## config.mk

```make
export PLATFORM = sky130hd
export DESIGN_NAME = ifsr_ctrl
export DESIGN_NICKNAME = d
export VERILOG_FILES = /design/src/rtl/core/ifsr_pkg.sv /design/src/rtl/core/ifsr_ctrl.sv
export SDC_FILE = /design/constraint.sdc
export NUM_CORES = 1
export LEC_CHECK = 0
export BUFFER_PORTS_ARGS = -buffer_cell sky130_fd_sc_hd__buf_2
export CAP_MARGIN = 0
export CORE_AREA = 2 2 39 41
export CTS_CLUSTER_DIAMETER = 100
export DETAILED_ROUTE_END_ITERATION = 8
export DIE_AREA = 0 0 41 43
export PLACE_DENSITY_LB_ADDON = 0.3
export SETUP_SLACK_MARGIN = 0.2
export SLEW_MARGIN = 25
export SYNTH_ARGS = -nofsm -noshare
export SYNTH_HDL_FRONTEND = slang
export SYNTH_SLANG_ARGS = --single-unit
```

## constraint.sdc

```tcl
create_clock -name clk -period 1.1 [get_ports clk]
set_clock_uncertainty 0.05 [all_clocks]
set_input_delay 0.11 -clock clk [delete_from_list [all_inputs] [get_ports clk]]
set_output_delay 0.11 -clock clk [all_outputs]
set_load 0.03 [all_outputs]
```

## src/rtl/core/ifsr_pkg.sv

```systemverilog
// Shared types and constants for the interrupt frame stack register block.
// No dependencies; imported by ifsr_ctrl, ifsr_datapath and the top level.
package ifsr_pkg;

    typedef enum logic [1:0] {
        ST_CLEAR,
        ST_IDLE,
        ST_ACCESS,
        ST_RESPOND
    } state_t;

    // read-data source picked during decode
    typedef enum logic [2:0] {
        SRC_NONE,
        SRC_STACK,
        SRC_TRAMP,
        SRC_VEC,
        SRC_MASK,
        SRC_STATUS,
        SRC_RETURN
    } src_t;

    typedef struct packed {
        logic clear;     // memory clearing sweep step
        logic capture;   // latch a new access
        logic access;    // decode, read memories, perform writes
    } dp_cmd_t;

    typedef struct packed {
        logic clear_last;
    } dp_stat_t;

    localparam logic [1:0] FUNC_IFETCH = 2'd0;
    localparam logic [1:0] FUNC_DREAD  = 2'd1;
    localparam logic [1:0] FUNC_WRITE  = 2'd2;

    localparam logic [1:0] STATUS_OK        = 2'd0;
    localparam logic [1:0] STATUS_POP_EMPTY = 2'd1;
    localparam logic [1:0] STATUS_PUSH_FULL = 2'd2;

    localparam logic [11:0] REG_MASK   = 12'hffd;
    localparam logic [11:0] REG_STATUS = 12'hffe;
    localparam logic [11:0] REG_RETURN = 12'hfff;

    localparam logic [1:0] CFG_STACK_TOP  = 2'd0;
    localparam logic [1:0] CFG_TRAMP_BASE = 2'd1;
    localparam logic [1:0] CFG_VEC_BASE   = 2'd2;

    localparam logic [31:0] STACK_TOP_RST  = 32'd2047;
    localparam logic [31:0] TRAMP_BASE_RST = 32'd256;
    localparam logic [31:0] VEC_BASE_RST   = 32'd0;

endpackage

```

## src/rtl/core/ifsr_ctrl.sv

```systemverilog
// Sequencer for the interrupt frame stack register block.
// Depends on ifsr_pkg; drives ifsr_datapath through dp_cmd_t.
module ifsr_ctrl (
    input  logic              clk,
    input  logic              rst_n,
    input  logic              start,
    input  ifsr_pkg::dp_stat_t stat,
    output ifsr_pkg::dp_cmd_t  cmd,
    output logic              busy,
    output logic              done
);
    import ifsr_pkg::*;

    state_t state_reg;
    state_t state_next;

    always_ff @(posedge clk or negedge rst_n)
    begin
        if (!rst_n)
        begin
            state_reg <= ST_CLEAR;
        end
        else
        begin
            state_reg <= state_next;
        end
    end

    always_comb
    begin
        state_next  = state_reg;
        cmd.clear   = 1'b0;
        cmd.capture = 1'b0;
        cmd.access  = 1'b0;
        busy        = 1'b1;
        done        = 1'b0;
        case (state_reg)
            ST_CLEAR:
            begin
                cmd.clear = 1'b1;
                if (stat.clear_last)
                begin
                    state_next = ST_IDLE;
                end
            end
            ST_IDLE:
            begin
                busy = 1'b0;
                if (start)
                begin
                    cmd.capture = 1'b1;
                    state_next  = ST_ACCESS;
                end
            end
            ST_ACCESS:
            begin
                cmd.access = 1'b1;
                state_next = ST_RESPOND;
            end
            ST_RESPOND:
            begin
                // result goes out while the next access may already be taken
                busy = 1'b0;
                done = 1'b1;
                if (start)
                begin
                    cmd.capture = 1'b1;
                    state_next  = ST_ACCESS;
                end
                else
                begin
                    state_next = ST_IDLE;
                end
            end
            default:
            begin
                state_next = ST_CLEAR;
            end
        endcase
    end

endmodule

```

==> impl_metrics.toml <==
[timing]
worst_slack_ns = -0.02586
rsz0062_at_grt = "true"
post-route-min-period_ns = 1.126
finalSetupTns_ns = -0.04470
setup_viol = 4
slew_headroom_pct = 89.97
timing.hold.ws_ns = 0.06506
final_hold_viol_count = 0
final_max_slew_viol_count = 0
tightest_slew_ns = 0.1493
fin_crit_sh_pct = 102.4
max_freq_mhz = 888.2

[placed_design]
portBuffers = 8
finalWeightedCongestion = 0.5164

[clock_network]
clk_latency_ns = 0.22
clock-sinks = 2
tritoncts.num_buffers = 3
path_clk_slew_ns = 0.03
htree_levels = 1
cts_max_path_buffers = 2
cts_tree = "yes"
post-cts-setup-buffers = 0
cts_root_buffer = "clkbuf_4"

[cells_and_area]
diodes = 0
final_layout_size_suffix_gt1_share_pct = 72.73
final_core_util_pct = 16.73
largest_reg_flops = 2
area_growth_pct = 137.2
finalNetCount = 28

[logic_synthesis]
synth_warnings = 0
seq_area_frac_synth_pct = 51.28
synth-seq-cells = 2
syn_inst = 10
synth_area_per_cell_um2 = 9.759
synth_nets = 14
synth_area_um2 = 97.59
ys_types = 8

[flow_run]
maxCapViolCount = 0

[floorplan]
rows = 14
io_pins = 9
chipWidth_um = 41
die_h_um = 43
initial_utilization_pct = 7.052
core-area_um2 = 1384
dieArea_um2 = 1763

[critical_path]
start_kind = "flip-flop"
cp-end-kind = "primary output"
crit_path_top_delay_cell = "dfrtp_2"
required_ns = 0.94
criticalPathCategory = "flip-flop to primary output"
cp_max_fo = 6
worstPathBufferInverterCount = 1
crit_arrival_ns = 0.97
path_cells = "and2_4 > buf_6"
slowest_delay_ns = 0.45
path_delay_family = "flip-flops"

[global_routing]
grt_pass1_vias = 115
antenna_found_initial = 0
grt_usage_pct = 4.925
grt_start_max_net_pins = 7
overflow = 0
grt_pass1_wl_um = 462

[detailed_routing]
viasPerCell = 2.921
vias = 111
routed_wl_um = 279
drt.antenna.violating_nets = 0
wire_per_inst_um = 7.342
route.detailed.drc = 0
initialDrtViolationCount = 0
detail_route.first_pass.iterations = 1

[power]
ir_drop_v = 0.0004706
pwr_density_cell_nw_per_um2 = 2008
p_leak_uw = 0.0001119

[outcome]
violations = "setup timing"
status = "finished with violations"

[min_path]
min-delay-path-class = "primary input to flip-flop"
==> worst reg2reg max path, cell delays in order (launching register included) <==
cell	delay, ns
dfrtp_2	0.45
and2_4	0.16
or2_1	0.20
==> per-stage QoR <==
stage	total power [uW]	area [um^2]	setup WS, ns	std cells
2_1_floorplan	199.8	97.59	0.1125	10
3_3_place_gp	240.3	157.7	0.1495	34
3_5_place_dp	240.2	157.7	0.1361	34
4_1_cts	462.9	220.2	-0.02771	38
5_1_grt	504.3	231.5	-0.06515	38
6_report	464.9	231.5	-0.02586	38
==> final cells by class <==
type	instances	area [um^2]
clock buffers	3	22.52
fillers	157	1152
inverters	1	3.754
multi-input cells	7	52.55
flip-flops and latches	2	51.30
well taps	16	20.02
repair buffers	9	81.33
==> layer usage <==
layer / vias to the layer above / wire length, um / track usage, %
li1: 57 / - / -
met1: 45 / 146 / 5.484
met2: 9 / 94 / 3.438
met3: 0 / 38 / 7.853
met4: 0 / 0 / 4.000
met5: - / 0 / 0
==> final timing paths <==
kind	start	endpoint	slack, ns	cells after the start
worst min register to register	state_reg[1]	state_reg[0]	0.54	2
worst min-delay path	stat	state_reg[0]	0.07	3
worst max-delay path	state_reg[0]	cmd[1]	-0.03	2
max in group asynchronous	rst_n	state_reg[0]	0.73	2
min in group asynchronous	rst_n	state_reg[0]	0.16	2
worst max register to register	state_reg[0]	state_reg[1]	0.12	2
==> repair_timing <==
item	in CTS	in global routing
gates resized for setup	11	3
endpoints found under the setup margin	6	6
hold buffers	1	0
hold endpoints to repair	2	0
pin swaps	2	0
==> report_power, final <==
part / total [uW] / internal, uW / switching, uW
clock: 164 / 121 / 43.2
combinational: 189 / 94.8 / 93.9
sequential: 112 / 89.1 / 23.4
==> cell families (layout without fill, tap and decap cells) <==
family,count (synthesis),in the layout,synth area share (%)
simple gates,7,7,44.88
buf+inv,1,13,3.842
flops,2,2,51.28
==> synth_stat cells, drive strengths merged <==
cell type | n | area (um^2)
and2 | 2 | 16.27
nor2 | 2 | 7.510
dfrtp | 2 | 50.05
inv | 1 | 3.750
nor3 | 1 | 5.000
nor2b | 1 | 8.760
or2 | 1 | 6.260
==> cell usage in the layout (no fill, tap or decap) <==
master	count
or2_1	1
buf_6	5
and2_4	2
dfrtp_2	1
dlygate4sd3_1	1
inv_1	1
nor2_1	1
dfrtp_1	1
nor3_1	1
nor2b_4	1
buf_2	3
nor2_2	1
clkbuf_4	3
(Power assumes the default switching activity.)
